File: src/rtl/brl_pkg.sv
// Shared types and codes of the Bresenham line rasterizer.
`timescale 1ns / 1ps

package brl_pkg;

  // Operation code carried by each input item.
  typedef enum logic [0:0] {
    OP_START = 1'b0,
    OP_NEXT  = 1'b1
  } brl_op_e;

  // Per-line orientation flags produced by the setup logic.
  typedef struct packed {
    logic steep;      // 1 when y is the major axis
    logic minor_neg;  // 1 when the minor coordinate steps downward
  } brl_line_flags_t;

endpackage

File: src/rtl/brl_if.sv
// Valid/ready channel interfaces for line commands and pixel results.
`timescale 1ns / 1ps

interface brl_in_if #(
  parameter int COORD_BITS = 10
);
  logic                  valid;
  logic                  ready;
  logic [0:0]            operation;
  logic [COORD_BITS-1:0] start_x;
  logic [COORD_BITS-1:0] start_y;
  logic [COORD_BITS-1:0] end_x;
  logic [COORD_BITS-1:0] end_y;

  modport source (output valid, operation, start_x, start_y, end_x, end_y, input ready);
  modport sink   (input valid, operation, start_x, start_y, end_x, end_y, output ready);
endinterface

interface brl_out_if #(
  parameter int COORD_BITS = 10
);
  logic                  valid;
  logic                  ready;
  logic [COORD_BITS-1:0] pixel_x;
  logic [COORD_BITS-1:0] pixel_y;
  logic                  pixel_valid;
  logic                  last_pixel;

  modport source (output valid, pixel_x, pixel_y, pixel_valid, last_pixel, input ready);
  modport sink   (input valid, pixel_x, pixel_y, pixel_valid, last_pixel, output ready);
endinterface

File: src/rtl/bresenham_line_rasterizer.sv
// Top level of the Bresenham line rasterizer: input register, line state and result register.
`timescale 1ns / 1ps

// Takes one command item per clock and returns exactly one result item per command. A start
// item orders the two endpoints along the major axis and returns the first pixel; each next
// item returns the following pixel, with last_pixel set on the line's end point, or a result
// with pixel_valid low when no line is active. Items flow through an input register and a
// result register, so a result is offered once its command has passed the input register and
// loaded the result register, and the block sustains one item per cycle as long as the result
// side keeps ready high; the line state is updated in the same cycle that the result register
// loads, which sets that rate.

module bresenham_line_rasterizer #(
  parameter int COORD_BITS = 10
) (
  input  logic                clk_i,
  input  logic                rst_ni,
  brl_in_if.sink              in_i,
  brl_out_if.source           out_o
);
  import brl_pkg::*;

  localparam int TermBits = COORD_BITS + 3;

  // Input register.
  logic                  s1_valid_q;
  brl_op_e               s1_op_q;
  logic [COORD_BITS-1:0] s1_ax_q;
  logic [COORD_BITS-1:0] s1_ay_q;
  logic [COORD_BITS-1:0] s1_bx_q;
  logic [COORD_BITS-1:0] s1_by_q;

  // Line state.
  logic                  active_q, active_d;
  brl_line_flags_t       flags_q, flags_d;
  logic [COORD_BITS-1:0] major_pos_q, major_pos_d;
  logic [COORD_BITS-1:0] minor_pos_q, minor_pos_d;
  logic [COORD_BITS-1:0] major_stop_q, major_stop_d;
  logic [COORD_BITS-1:0] major_delta_q, major_delta_d;
  logic [COORD_BITS-1:0] minor_delta_q, minor_delta_d;
  logic signed [TermBits-1:0] term_q, term_d;

  // Result register.
  logic                  out_valid_q, out_valid_d;
  logic [COORD_BITS-1:0] px_q, px_d;
  logic [COORD_BITS-1:0] py_q, py_d;
  logic                  pvalid_q, pvalid_d;
  logic                  last_q, last_d;

  // Setup and step outputs.
  brl_line_flags_t       su_flags;
  logic [COORD_BITS-1:0] su_major_start;
  logic [COORD_BITS-1:0] su_minor_start;
  logic [COORD_BITS-1:0] su_major_stop;
  logic [COORD_BITS-1:0] su_major_delta;
  logic [COORD_BITS-1:0] su_minor_delta;
  logic signed [TermBits-1:0] su_term;
  logic [COORD_BITS-1:0] st_major_pos;
  logic [COORD_BITS-1:0] st_minor_pos;
  logic signed [TermBits-1:0] st_term;

  logic out_free;
  logic process;

  brl_setup #(.COORD_BITS(COORD_BITS)) u_setup (
    .ax_i          (s1_ax_q),
    .ay_i          (s1_ay_q),
    .bx_i          (s1_bx_q),
    .by_i          (s1_by_q),
    .flags_o       (su_flags),
    .major_start_o (su_major_start),
    .minor_start_o (su_minor_start),
    .major_stop_o  (su_major_stop),
    .major_delta_o (su_major_delta),
    .minor_delta_o (su_minor_delta),
    .term_o        (su_term)
  );

  brl_step #(.COORD_BITS(COORD_BITS)) u_step (
    .flags_i       (flags_q),
    .major_pos_i   (major_pos_q),
    .minor_pos_i   (minor_pos_q),
    .major_delta_i (major_delta_q),
    .minor_delta_i (minor_delta_q),
    .term_i        (term_q),
    .major_pos_o   (st_major_pos),
    .minor_pos_o   (st_minor_pos),
    .term_o        (st_term)
  );

  assign out_free   = !out_valid_q || out_o.ready;
  assign process    = s1_valid_q && out_free;
  assign in_i.ready = !s1_valid_q || out_free;

  always_comb begin
    active_d      = active_q;
    flags_d       = flags_q;
    major_pos_d   = major_pos_q;
    minor_pos_d   = minor_pos_q;
    major_stop_d  = major_stop_q;
    major_delta_d = major_delta_q;
    minor_delta_d = minor_delta_q;
    term_d        = term_q;
    out_valid_d   = out_valid_q;
    px_d          = px_q;
    py_d          = py_q;
    pvalid_d      = pvalid_q;
    last_d        = last_q;

    if (process) begin
      out_valid_d = 1'b1;
      case (s1_op_q)
        OP_START: begin
          flags_d       = su_flags;
          major_pos_d   = su_major_start;
          minor_pos_d   = su_minor_start;
          major_stop_d  = su_major_stop;
          major_delta_d = su_major_delta;
          minor_delta_d = su_minor_delta;
          term_d        = su_term;
          active_d      = (su_major_start != su_major_stop);
          px_d          = su_flags.steep ? su_minor_start : su_major_start;
          py_d          = su_flags.steep ? su_major_start : su_minor_start;
          pvalid_d      = 1'b1;
          last_d        = (su_major_start == su_major_stop);
        end
        OP_NEXT: begin
          if (active_q) begin
            major_pos_d = st_major_pos;
            minor_pos_d = st_minor_pos;
            term_d      = st_term;
            active_d    = (st_major_pos != major_stop_q);
            px_d        = flags_q.steep ? st_minor_pos : st_major_pos;
            py_d        = flags_q.steep ? st_major_pos : st_minor_pos;
            pvalid_d    = 1'b1;
            last_d      = (st_major_pos == major_stop_q);
          end else begin
            px_d     = '0;
            py_d     = '0;
            pvalid_d = 1'b0;
            last_d   = 1'b0;
          end
        end
        default: begin
          out_valid_d = out_valid_q;
        end
      endcase
    end else if (out_o.ready) begin
      out_valid_d = 1'b0;
    end
  end

  always_ff @(posedge clk_i or negedge rst_ni) begin
    if (!rst_ni) begin
      s1_valid_q  <= 1'b0;
      active_q    <= 1'b0;
      out_valid_q <= 1'b0;
    end else begin
      if (in_i.ready) begin
        s1_valid_q <= in_i.valid;
      end
      active_q    <= active_d;
      out_valid_q <= out_valid_d;
    end
  end

  always_ff @(posedge clk_i) begin
    if (in_i.valid && in_i.ready) begin
      s1_op_q <= brl_op_e'(in_i.operation);
      s1_ax_q <= in_i.start_x;
      s1_ay_q <= in_i.start_y;
      s1_bx_q <= in_i.end_x;
      s1_by_q <= in_i.end_y;
    end
    flags_q       <= flags_d;
    major_pos_q   <= major_pos_d;
    minor_pos_q   <= minor_pos_d;
    major_stop_q  <= major_stop_d;
    major_delta_q <= major_delta_d;
    minor_delta_q <= minor_delta_d;
    term_q        <= term_d;
    px_q          <= px_d;
    py_q          <= py_d;
    pvalid_q      <= pvalid_d;
    last_q        <= last_d;
  end

  assign out_o.valid       = out_valid_q;
  assign out_o.pixel_x     = px_q;
  assign out_o.pixel_y     = py_q;
  assign out_o.pixel_valid = pvalid_q;
  assign out_o.last_pixel  = last_q;

endmodule

File: src/rtl/brl_setup.sv
// Line setup: major axis choice, endpoint ordering, deltas and initial decision term.
`timescale 1ns / 1ps

module brl_setup #(
  parameter int COORD_BITS = 10
) (
  input  logic [COORD_BITS-1:0]   ax_i,
  input  logic [COORD_BITS-1:0]   ay_i,
  input  logic [COORD_BITS-1:0]   bx_i,
  input  logic [COORD_BITS-1:0]   by_i,
  output brl_pkg::brl_line_flags_t flags_o,
  output logic [COORD_BITS-1:0]   major_start_o,
  output logic [COORD_BITS-1:0]   minor_start_o,
  output logic [COORD_BITS-1:0]   major_stop_o,
  output logic [COORD_BITS-1:0]   major_delta_o,
  output logic [COORD_BITS-1:0]   minor_delta_o,
  output logic signed [COORD_BITS+2:0] term_o
);
  import brl_pkg::*;

  logic [COORD_BITS-1:0] adx;
  logic [COORD_BITS-1:0] ady;
  logic                  steep;
  logic [COORD_BITS-1:0] maj0;
  logic [COORD_BITS-1:0] min0;
  logic [COORD_BITS-1:0] maj1;
  logic [COORD_BITS-1:0] min1;
  logic                  minor_neg;
  logic [COORD_BITS-1:0] major_delta;
  logic [COORD_BITS-1:0] minor_delta;

  always_comb begin
    adx   = (ax_i > bx_i) ? (ax_i - bx_i) : (bx_i - ax_i);
    ady   = (ay_i > by_i) ? (ay_i - by_i) : (by_i - ay_i);
    // Ties go to y as the major axis.
    steep = !(ady < adx);
    if (!steep) begin
      if (ax_i > bx_i) begin
        maj0 = bx_i; min0 = by_i; maj1 = ax_i; min1 = ay_i;
      end else begin
        maj0 = ax_i; min0 = ay_i; maj1 = bx_i; min1 = by_i;
      end
    end else begin
      if (ay_i > by_i) begin
        maj0 = by_i; min0 = bx_i; maj1 = ay_i; min1 = ax_i;
      end else begin
        maj0 = ay_i; min0 = ax_i; maj1 = by_i; min1 = bx_i;
      end
    end
    major_delta = maj1 - maj0;
    minor_neg   = (min1 < min0);
    minor_delta = minor_neg ? (min0 - min1) : (min1 - min0);
  end

  assign flags_o.steep     = steep;
  assign flags_o.minor_neg = minor_neg;
  assign major_start_o     = maj0;
  assign minor_start_o     = min0;
  assign major_stop_o      = maj1;
  assign major_delta_o     = major_delta;
  assign minor_delta_o     = minor_delta;
  assign term_o = $signed({2'b00, minor_delta, 1'b0}) - $signed({3'b000, major_delta});

endmodule

File: src/rtl/brl_step.sv
// One Bresenham step: advance the major axis and conditionally the minor axis.
`timescale 1ns / 1ps

module brl_step #(
  parameter int COORD_BITS = 10
) (
  input  brl_pkg::brl_line_flags_t     flags_i,
  input  logic [COORD_BITS-1:0]        major_pos_i,
  input  logic [COORD_BITS-1:0]        minor_pos_i,
  input  logic [COORD_BITS-1:0]        major_delta_i,
  input  logic [COORD_BITS-1:0]        minor_delta_i,
  input  logic signed [COORD_BITS+2:0] term_i,
  output logic [COORD_BITS-1:0]        major_pos_o,
  output logic [COORD_BITS-1:0]        minor_pos_o,
  output logic signed [COORD_BITS+2:0] term_o
);
  import brl_pkg::*;

  logic signed [COORD_BITS+2:0] two_minor;
  logic signed [COORD_BITS+2:0] two_major;
  logic                         term_pos;

  assign two_minor = $signed({2'b00, minor_delta_i, 1'b0});
  assign two_major = $signed({2'b00, major_delta_i, 1'b0});
  assign term_pos  = !term_i[COORD_BITS+2] && (term_i != '0);

  always_comb begin
    if (term_pos) begin
      minor_pos_o = flags_i.minor_neg ? (minor_pos_i - COORD_BITS'(1))
                                      : (minor_pos_i + COORD_BITS'(1));
      term_o      = term_i + (two_minor - two_major);
    end else begin
      minor_pos_o = minor_pos_i;
      term_o      = term_i + two_minor;
    end
    major_pos_o = major_pos_i + COORD_BITS'(1);
  end

endmodule

File: src/flat_wrapper.sv
// flat-port wrapper written by rule: the top's interface ports become plain ports
module bresenham_line_rasterizer_flat import brl_pkg::*;
#(
  parameter int COORD_BITS = 10
)
  (clk_i, rst_ni, in_i_valid, in_i_operation, in_i_start_x, in_i_start_y, in_i_end_x, in_i_end_y, in_i_ready, out_o_valid, out_o_pixel_x, out_o_pixel_y, out_o_pixel_valid, out_o_last_pixel, out_o_ready);
  brl_in_if #(.COORD_BITS(COORD_BITS)) in_i_i ();
  brl_out_if #(.COORD_BITS(COORD_BITS)) out_o_i ();
  input  logic clk_i;
  input  logic rst_ni;
  input wire logic [$bits(in_i_i.valid)-1:0] in_i_valid;
  input wire logic [$bits(in_i_i.operation)-1:0] in_i_operation;
  input wire logic [$bits(in_i_i.start_x)-1:0] in_i_start_x;
  input wire logic [$bits(in_i_i.start_y)-1:0] in_i_start_y;
  input wire logic [$bits(in_i_i.end_x)-1:0] in_i_end_x;
  input wire logic [$bits(in_i_i.end_y)-1:0] in_i_end_y;
  output wire logic [$bits(in_i_i.ready)-1:0] in_i_ready;
  output wire logic [$bits(out_o_i.valid)-1:0] out_o_valid;
  output wire logic [$bits(out_o_i.pixel_x)-1:0] out_o_pixel_x;
  output wire logic [$bits(out_o_i.pixel_y)-1:0] out_o_pixel_y;
  output wire logic [$bits(out_o_i.pixel_valid)-1:0] out_o_pixel_valid;
  output wire logic [$bits(out_o_i.last_pixel)-1:0] out_o_last_pixel;
  input wire logic [$bits(out_o_i.ready)-1:0] out_o_ready;
  assign in_i_i.valid = in_i_valid;
  assign in_i_i.operation = in_i_operation;
  assign in_i_i.start_x = in_i_start_x;
  assign in_i_i.start_y = in_i_start_y;
  assign in_i_i.end_x = in_i_end_x;
  assign in_i_i.end_y = in_i_end_y;
  assign in_i_ready = in_i_i.ready;
  assign out_o_valid = out_o_i.valid;
  assign out_o_pixel_x = out_o_i.pixel_x;
  assign out_o_pixel_y = out_o_i.pixel_y;
  assign out_o_pixel_valid = out_o_i.pixel_valid;
  assign out_o_last_pixel = out_o_i.last_pixel;
  assign out_o_i.ready = out_o_ready;
  bresenham_line_rasterizer #(.COORD_BITS(COORD_BITS)) u_core (.clk_i(clk_i), .rst_ni(rst_ni), .in_i(in_i_i), .out_o(out_o_i));
endmodule
File: config.mk
export PLATFORM = sky130hd
export DESIGN_NAME = bresenham_line_rasterizer_flat
export DESIGN_NICKNAME = d
export VERILOG_FILES = /design/src/rtl/brl_pkg.sv /design/src/rtl/brl_if.sv /design/src/rtl/bresenham_line_rasterizer.sv /design/src/rtl/brl_setup.sv /design/src/rtl/brl_step.sv /design/src/flat_wrapper.sv
export SDC_FILE = /design/constraint.sdc
export NUM_CORES = 1
export LEC_CHECK = 0
export BUFFER_PORTS_ARGS = -buffer_cell sky130_fd_sc_hd__buf_2
export CAP_MARGIN = 20
export CORE_UTILIZATION = 63
export CTS_CLUSTER_SIZE = 14
export DETAILED_ROUTE_END_ITERATION = 7
export GPL_ROUTABILITY_DRIVEN = 0
export PLACE_DENSITY = 0.81
export SYNTH_ARGS = -nofsm -noshare
export SYNTH_HDL_FRONTEND = slang
export SYNTH_HIERARCHICAL = 1
export SYNTH_SLANG_ARGS = --single-unit
File: constraint.sdc
create_clock -name clk_i -period 10.3 [get_ports clk_i]
set_input_delay 0.515 -clock clk_i [delete_from_list [all_inputs] [get_ports clk_i]]
set_output_delay 0.515 -clock clk_i [all_outputs]
set_load 0.03 [all_outputs]
Word level (Yosys, flattened, before mapping) --
Index checks and enable logic that the tools add are counted.
Storage, ports and cells: register bits after elaboration 131, bits of input ports 45, output and inout bits 24, word-level logic and storage cells 97
Cells by class: $add $sub $neg 14, order comparisons 4, eq/ne operators 5, multiplexer cells 40, bitwise logic cells 1, reduce and logical (&&, ||, !) cells 13
Operators with widths (number):
- $mux W10 | 25
- $pmux W10 S2 | 4
- $sub A10 B10 Y10 | 7
- $add A13 B12 Y13 | 2
- $mux W13 | 2
- $pmux W13 S2 | 1
- $add A10 B1 Y10 const B | 2
- $eq A10 B10 Y1 | 2
- $gt A10 B10 Y1 | 2
- $lt A10 B10 Y1 | 2
- $ne A10 B10 Y1 | 2
- $reduce_bool A13 Y1 | 1
- $sub A11 B10 Y12 | 1
- $sub A11 B11 Y12 | 1
- $sub A10 B1 Y10 const B | 1
- $pmux W1 S2 | 3
- $mux W1 | 5
- $logic_not A1 Y1 | 4
- $reduce_and A2 Y1 | 2
- $logic_and A1 B1 Y1 | 3
- $logic_or A1 B1 Y1 | 2
- $ne A2 B2 Y1 const B | 1
- $reduce_bool A2 Y1 | 1
- $not A1 Y1 | 1

Logic depth before layout (Yosys ltp) --
depth in word-level cells 8, gate-level depth with buffers 42, gate-level depth less buffers 37

Modules after synthesis --
The synthesis kept the hierarchy.
By module, submodules not included:
- bresenham_line_rasterizer | times used 1, cells each 279, area an instance 5183.7 sq um, seq. area each 3918.8 sq um
- brl_setup | times used 1, cells each 723, area an instance 4824.6 sq um, seq. area each 0.0 sq um
- brl_step | times used 1, cells each 257, area an instance 1870.5 sq um, seq. area each 0.0 sq um

Worst setup path after synthesis --
OpenSTA, ideal clock, no wires.
kind reg-to-reg, start register u_core.s1_ay_q[0], end register u_core.term_q[12], data pin, library setup time 0.260 ns, arrival 7.817 ns, data required time 10.040 ns, slack 2.223 ns, cell stages (with the launch flop) 42, path buffers 6, clock period less this slack 8.077 ns, cells stage by stage edfxtp_1 > inv_1 > ha_1 > inv_1 > fa_1 > a21o_1 > a21oi_1 > o31ai_2 > o21ai_2 > buf_2 > buf_2 > mux2_2 > ha_1 > a21o_1 > a21o_1 > a21o_1 > a21oi_1 > a21oi_1 > (+6 left out) > a21o_1 > a211oi_1 > o31a_1 > buf_2 > buf_2 > nor2_1 > a21oi_1 > xor2_1 > ha_1 > inv_1 > o21ai_0 > a21oi_1 > o21ai_0 > a211oi_1 > nor2_1 > nor3_1 > buf_4 > mux2_2
On the way: cells in the longest elaborated chain, start to end 8, elaborated cells between the ends (all ways) 22, classes of those cells add/sub (6); order compare (3); mux (13)
Ends and longest elaborated chain:
- from (decl) | RTL line bresenham_line_rasterizer.sv:29 | logic [COORD_BITS-1:0] s1_ay_q;
- from (signal assigned) | RTL line bresenham_line_rasterizer.sv:171 | s1_ay_q <= in_i.start_y;
- $sub A10 B10 Y10 or $gt A10 B10 Y1 (tied branches) | RTL line brl_setup.sv:34, brl_setup.sv:44
- $mux W10 | RTL line brl_setup.sv:34 | ady = (ay_i > by_i) ? (ay_i - by_i) : (by_i - ay_i);
- $lt A10 B10 Y1 | RTL line brl_setup.sv:36 | steep = !(ady < adx);
- $mux W10 | RTL line brl_setup.sv:37 | if (!steep) begin
- $lt A10 B10 Y1 * | RTL line brl_setup.sv:51 | minor_neg = (min1 < min0);
- via u_core.u_setup.minor_neg | RTL line brl_setup.sv:28 | logic minor_neg;
- $mux W10 * | RTL line brl_setup.sv:52 | minor_delta = minor_neg ? (min0 - min1) : (min1 - min0);
- via u_core.su_minor_delta[2] | RTL line bresenham_line_rasterizer.sv:56 | logic [COORD_BITS-1:0] su_minor_delta;
- $sub A11 B10 Y12 * | RTL line brl_setup.sv:62 | assign term_o = $signed({2'b00, minor_delta, 1'b0}) - $signed({3'b000, major_delta});
- via u_core.su_term[11] | RTL line bresenham_line_rasterizer.sv:57 | logic signed [TermBits-1:0] su_term;
- $pmux W13 S2 * | RTL line bresenham_line_rasterizer.sv:112 | case (s1_op_q)
- to (signal assigned) | RTL line bresenham_line_rasterizer.sv:181 | term_q <= term_d;
- to (decl) | RTL line bresenham_line_rasterizer.sv:41 | logic signed [TermBits-1:0] term_q, term_d;
Mark *: on every way through the listed nets, which the timed path passes. The rest lies on a longest branch. A chain may end at the register's enable or synchronous reset.

==> run_summary.xml <==
<?xml version="1.0" encoding="UTF-8"?>
<metrics>
  <group name="status">
    <metric name="status" unit="">complete, no violations</metric>
  </group>
  <group name="cts">
    <metric name="number_of_h_tree_levels" unit="">4</metric>
    <metric name="quantity_of_hold_fixing_buffers_added_after_cts" unit="">1</metric>
    <metric name="cts_num_sinks" unit="">131</metric>
    <metric name="tritoncts.num_buffers" unit="">17</metric>
    <metric name="cts.clk_slew.worst_paths" unit="ns">0.07</metric>
    <metric name="insertion_delay" unit="ns">0.42</metric>
    <metric name="tritoncts" unit="">done</metric>
    <metric name="cts.root.buffer_cell" unit="">sky130_fd_sc_hd__clkbuf_16</metric>
    <metric name="post_cts_resized" unit="">0</metric>
    <metric name="post-cts-setup-buffer-count" unit="">0</metric>
    <metric name="number_of_buffers_on_the_longest_clock_path" unit="">2</metric>
  </group>
  <group name="cells_and_area">
    <metric name="mostFrequentLayoutCells" unit="">141 x sky130_fd_sc_hd__a21oi_1, 128 x sky130_fd_sc_hd__edfxtp_1, 122 x sky130_fd_sc_hd__inv_1</metric>
    <metric name="finish.net_count" unit="">1473</metric>
    <metric name="postLayoutCellArea" unit="µm²">12920</metric>
    <metric name="post_route_cells_drive_above_1_share" unit="">0.1437</metric>
    <metric name="antenna_cells" unit="">0</metric>
    <metric name="instances_no_fill" unit="">1544</metric>
    <metric name="most_common_cell_after_layout_fill_and_taps_aside" unit="">sky130_fd_sc_hd__a21oi_1</metric>
    <metric name="flow.area_growth_from_synthesis" unit="%">8.742</metric>
  </group>
  <group name="detailed_routing">
    <metric name="detail_route.vias_per_cell" unit="">6.236</metric>
    <metric name="number_of_nets_still_failing_antenna_checks_after_routing" unit="">0</metric>
    <metric name="firstDrtPassIters" unit="">5</metric>
    <metric name="routed_wire_length" unit="µm">29460</metric>
    <metric name="avgRoutedWirePerCell" unit="µm">19.08</metric>
    <metric name="routed-via-count" unit="">9628</metric>
    <metric name="detail_route.iter0.violations" unit="">834</metric>
    <metric name="post-route-drc-count" unit="">0</metric>
  </group>
  <group name="timing">
    <metric name="rsz0062_at_grt" unit="">false</metric>
    <metric name="period_needed" unit="ns">9.418</metric>
    <metric name="fmax" unit="MHz">106.2</metric>
    <metric name="finalMaxSlewViolations" unit="">0</metric>
    <metric name="final_hold_viol_count" unit="">0</metric>
    <metric name="slew_headroom" unit="">0.2733</metric>
    <metric name="timing.final.setup_violations" unit="">0</metric>
    <metric name="max_slew.worst_pin.slew" unit="ns">1.090</metric>
    <metric name="fin_setup_tns" unit="ns">0</metric>
    <metric name="hold-worst-slack" unit="ns">0.2604</metric>
    <metric name="worst_clock_skew" unit="ns">0.01470</metric>
    <metric name="min_period_over_period" unit="">0.9143</metric>
  </group>
  <group name="yosys">
    <metric name="instance_count_of_the_mapped_netlist" unit="">1259</metric>
    <metric name="ys_dominant_reg_cell" unit="">sky130_fd_sc_hd__edfxtp_1</metric>
    <metric name="yosys.area.top_type" unit="">sky130_fd_sc_hd__edfxtp_1</metric>
    <metric name="synthesis.nets" unit="">1430</metric>
    <metric name="synthTopCellsByArea" unit="">sky130_fd_sc_hd__edfxtp_1 32%, sky130_fd_sc_hd__ha_1 12%, sky130_fd_sc_hd__a21oi_1 6.0%</metric>
    <metric name="synth.top_cell.area_share" unit="">0.3236</metric>
    <metric name="synth_enable_flop_cells" unit="">128</metric>
    <metric name="async_flop_share" unit="">0.02290</metric>
    <metric name="synth_cell_types" unit="">76</metric>
    <metric name="syn_area" unit="µm²">11880</metric>
    <metric name="post_synth.cell_area_avg" unit="µm²">9.435</metric>
    <metric name="ys_ff_latch" unit="">131</metric>
    <metric name="yosysSeqAreaShare" unit="">0.3299</metric>
    <metric name="synthesis.yosys.warnings" unit="">6</metric>
  </group>
  <group name="place">
    <metric name="port-buffer-count" unit="">68</metric>
    <metric name="detailedPlacementHpwl" unit="µm">22060</metric>
    <metric name="dpl_cell_area" unit="µm²">12340</metric>
    <metric name="place.detailed.instances" unit="">1511</metric>
  </group>
  <group name="worst_setup_path">
    <metric name="worst_path_max_delay_cell" unit="">sky130_fd_sc_hd__o31a_1</metric>
    <metric name="startpoint_of_the_worst_slack_reg_to_reg_timing_path" unit="">u_core/s1_ax_q[0]$_DFFE_PP_</metric>
    <metric name="timing.critical_path.slowest_cell_delay" unit="ns">0.70</metric>
    <metric name="worst_path_dominant_cell_family" unit="">compound AO/OA/AOI/OAI gates</metric>
    <metric name="worst-path-max-fanout" unit="">74</metric>
    <metric name="cp-end-kind" unit="">flip-flop</metric>
    <metric name="worstPathRequired" unit="ns">10.47</metric>
    <metric name="worstSetupStartpoint" unit="">u_core/s1_ax_q[0]$_DFFE_PP_</metric>
    <metric name="worstPathBufferInverterCount" unit="">6</metric>
    <metric name="crit_type" unit="">flip-flop to flip-flop</metric>
    <metric name="worstPathArrival" unit="ns">9.59</metric>
    <metric name="reg2reg_depth" unit="">38</metric>
    <metric name="critical_path_depth" unit="">38</metric>
    <metric name="setup.worst_path.start_class" unit="">flip-flop</metric>
  </group>
  <group name="grt">
    <metric name="grt_first_pass_wirelength" unit="µm">46670</metric>
    <metric name="grt_usage" unit="">0.3083</metric>
    <metric name="number_of_antenna_violations_at_the_first_check_in_global_routing" unit="">0</metric>
    <metric name="grt_remaining_overflow" unit="">0</metric>
    <metric name="first_global_vias" unit="">9249</metric>
    <metric name="grt_max_degree" unit="">75</metric>
  </group>
  <group name="floorplanning">
    <metric name="io-pin-count" unit="">69</metric>
    <metric name="initial_utilization" unit="">0.6524</metric>
    <metric name="fp.dieArea" unit="µm²">19410</metric>
    <metric name="die_width" unit="µm">139.3</metric>
    <metric name="fp.dieH" unit="µm">139.3</metric>
    <metric name="core.rowCount" unit="">49</metric>
    <metric name="fp.coreArea" unit="µm²">18210</metric>
  </group>
  <group name="min_path">
    <metric name="whs_path_depth" unit="">1</metric>
    <metric name="hold_path_class" unit="">input pin to flip-flop</metric>
    <metric name="hold_path.startpoint" unit="">in_i_end_y[0]</metric>
  </group>
  <group name="run">
    <metric name="maxCapViolCount" unit="">0</metric>
  </group>
</metrics>
-- per-stage QoR --
stage	setup WS, ns	utilization
2_1_floorplan	2.223	-
3_3_place_gp	1.505	0.6775
3_5_place_dp	1.170	0.6775
4_1_cts	1.101	0.7094
5_1_grt	0.2109	0.7094
6_report	0.8823	0.7094
-- per-layer routing --
metal,wire length [µm],global-route usage,up-vias
met2,13900,0.5165,421
met5,0,0,-
met3,2239,0.05781,77
met1,12320,0.3911,4505
li1,-,-,4625
met4,1001,0.1292,0
-- cells in the mapped netlist, types with 9 or more instances --
library cell                 n
sky130_fd_sc_hd__a211oi_1   21
sky130_fd_sc_hd__nor2b_1    17
sky130_fd_sc_hd__o22ai_1    21
sky130_fd_sc_hd__nand2_1    54
sky130_fd_sc_hd__ha_1      115
sky130_fd_sc_hd__xor2_1     40
sky130_fd_sc_hd__xnor2_1    51
sky130_fd_sc_hd__nor2_1    114
sky130_fd_sc_hd__o21a_1     15
sky130_fd_sc_hd__edfxtp_1  128
sky130_fd_sc_hd__a21o_1     27
sky130_fd_sc_hd__a21oi_1   143
sky130_fd_sc_hd__buf_4      11
sky130_fd_sc_hd__o21ai_0    49
sky130_fd_sc_hd__mux2_2     52
sky130_fd_sc_hd__mux2i_1    68
sky130_fd_sc_hd__nand3_1    14
sky130_fd_sc_hd__buf_2      25
sky130_fd_sc_hd__inv_1     122
sky130_fd_sc_hd__or3_1       9
sky130_fd_sc_hd__fa_1       11
sky130_fd_sc_hd__nor3_1     13
sky130_fd_sc_hd__clkbuf_1   14
sky130_fd_sc_hd__nand2b_1    9
-- logic make-up after synthesis --
kind of cell,Yosys count,synth area share
multiplexers,121,0.1079
XOR/XNOR,91,0.06710
adder cells (fa/ha/maj),126,0.1397
AO/OA/AOI/OAI,346,0.1846
buffers and inverters,174,0.06120
AND/OR/NAND/NOR,270,0.1096
flip-flops,131,0.3299
-- final timing paths --
kind | endpoint | slack, ns
min in group asynchronous | u_core/out_o.valid$_DFFE_PN0P_ | 0.41
worst min register to register | u_core/out_o.valid$_DFFE_PN0P_ | 0.53
worst max-delay path | u_core/term_q[10]$_DFFE_PP_ | 0.88
max in group asynchronous | u_core/s1_valid_q$_DFFE_PN0N_ | 9.79
worst max register to register | u_core/term_q[10]$_DFFE_PP_ | 0.88
worst min-delay path | u_core/s1_by_q[0]$_DFFE_PP_ | 0.26
-- sequential cells by signal, indices dropped and copies added, names as in the netlist, 2 cells and up --
signal / count
u_core/term_q: 13
u_core/major_delta_q: 10
u_core/major_pos_q: 10
u_core/major_stop_q: 10
u_core/minor_delta_q: 10
u_core/minor_pos_q: 10
u_core/out_o.pixel_x: 10
u_core/out_o.pixel_y: 10
u_core/s1_ax_q: 10
u_core/s1_ay_q: 10
u_core/s1_bx_q: 10
u_core/s1_by_q: 10
u_core/flags_q: 2
-- layout make-up --
type,instances,area [µm²]
sequential,131,3919
multi-input combinational,954,7267
tap,229,286.5
timing repair buffer,76,415.4
clock buffer,17,425.4
fill,1292,5291
clock inverter,15,146.4
inverter,122,457.9
Power is not shown: default switching activity piles up to over one toggle a cycle in this logic, so the estimate is an artifact.
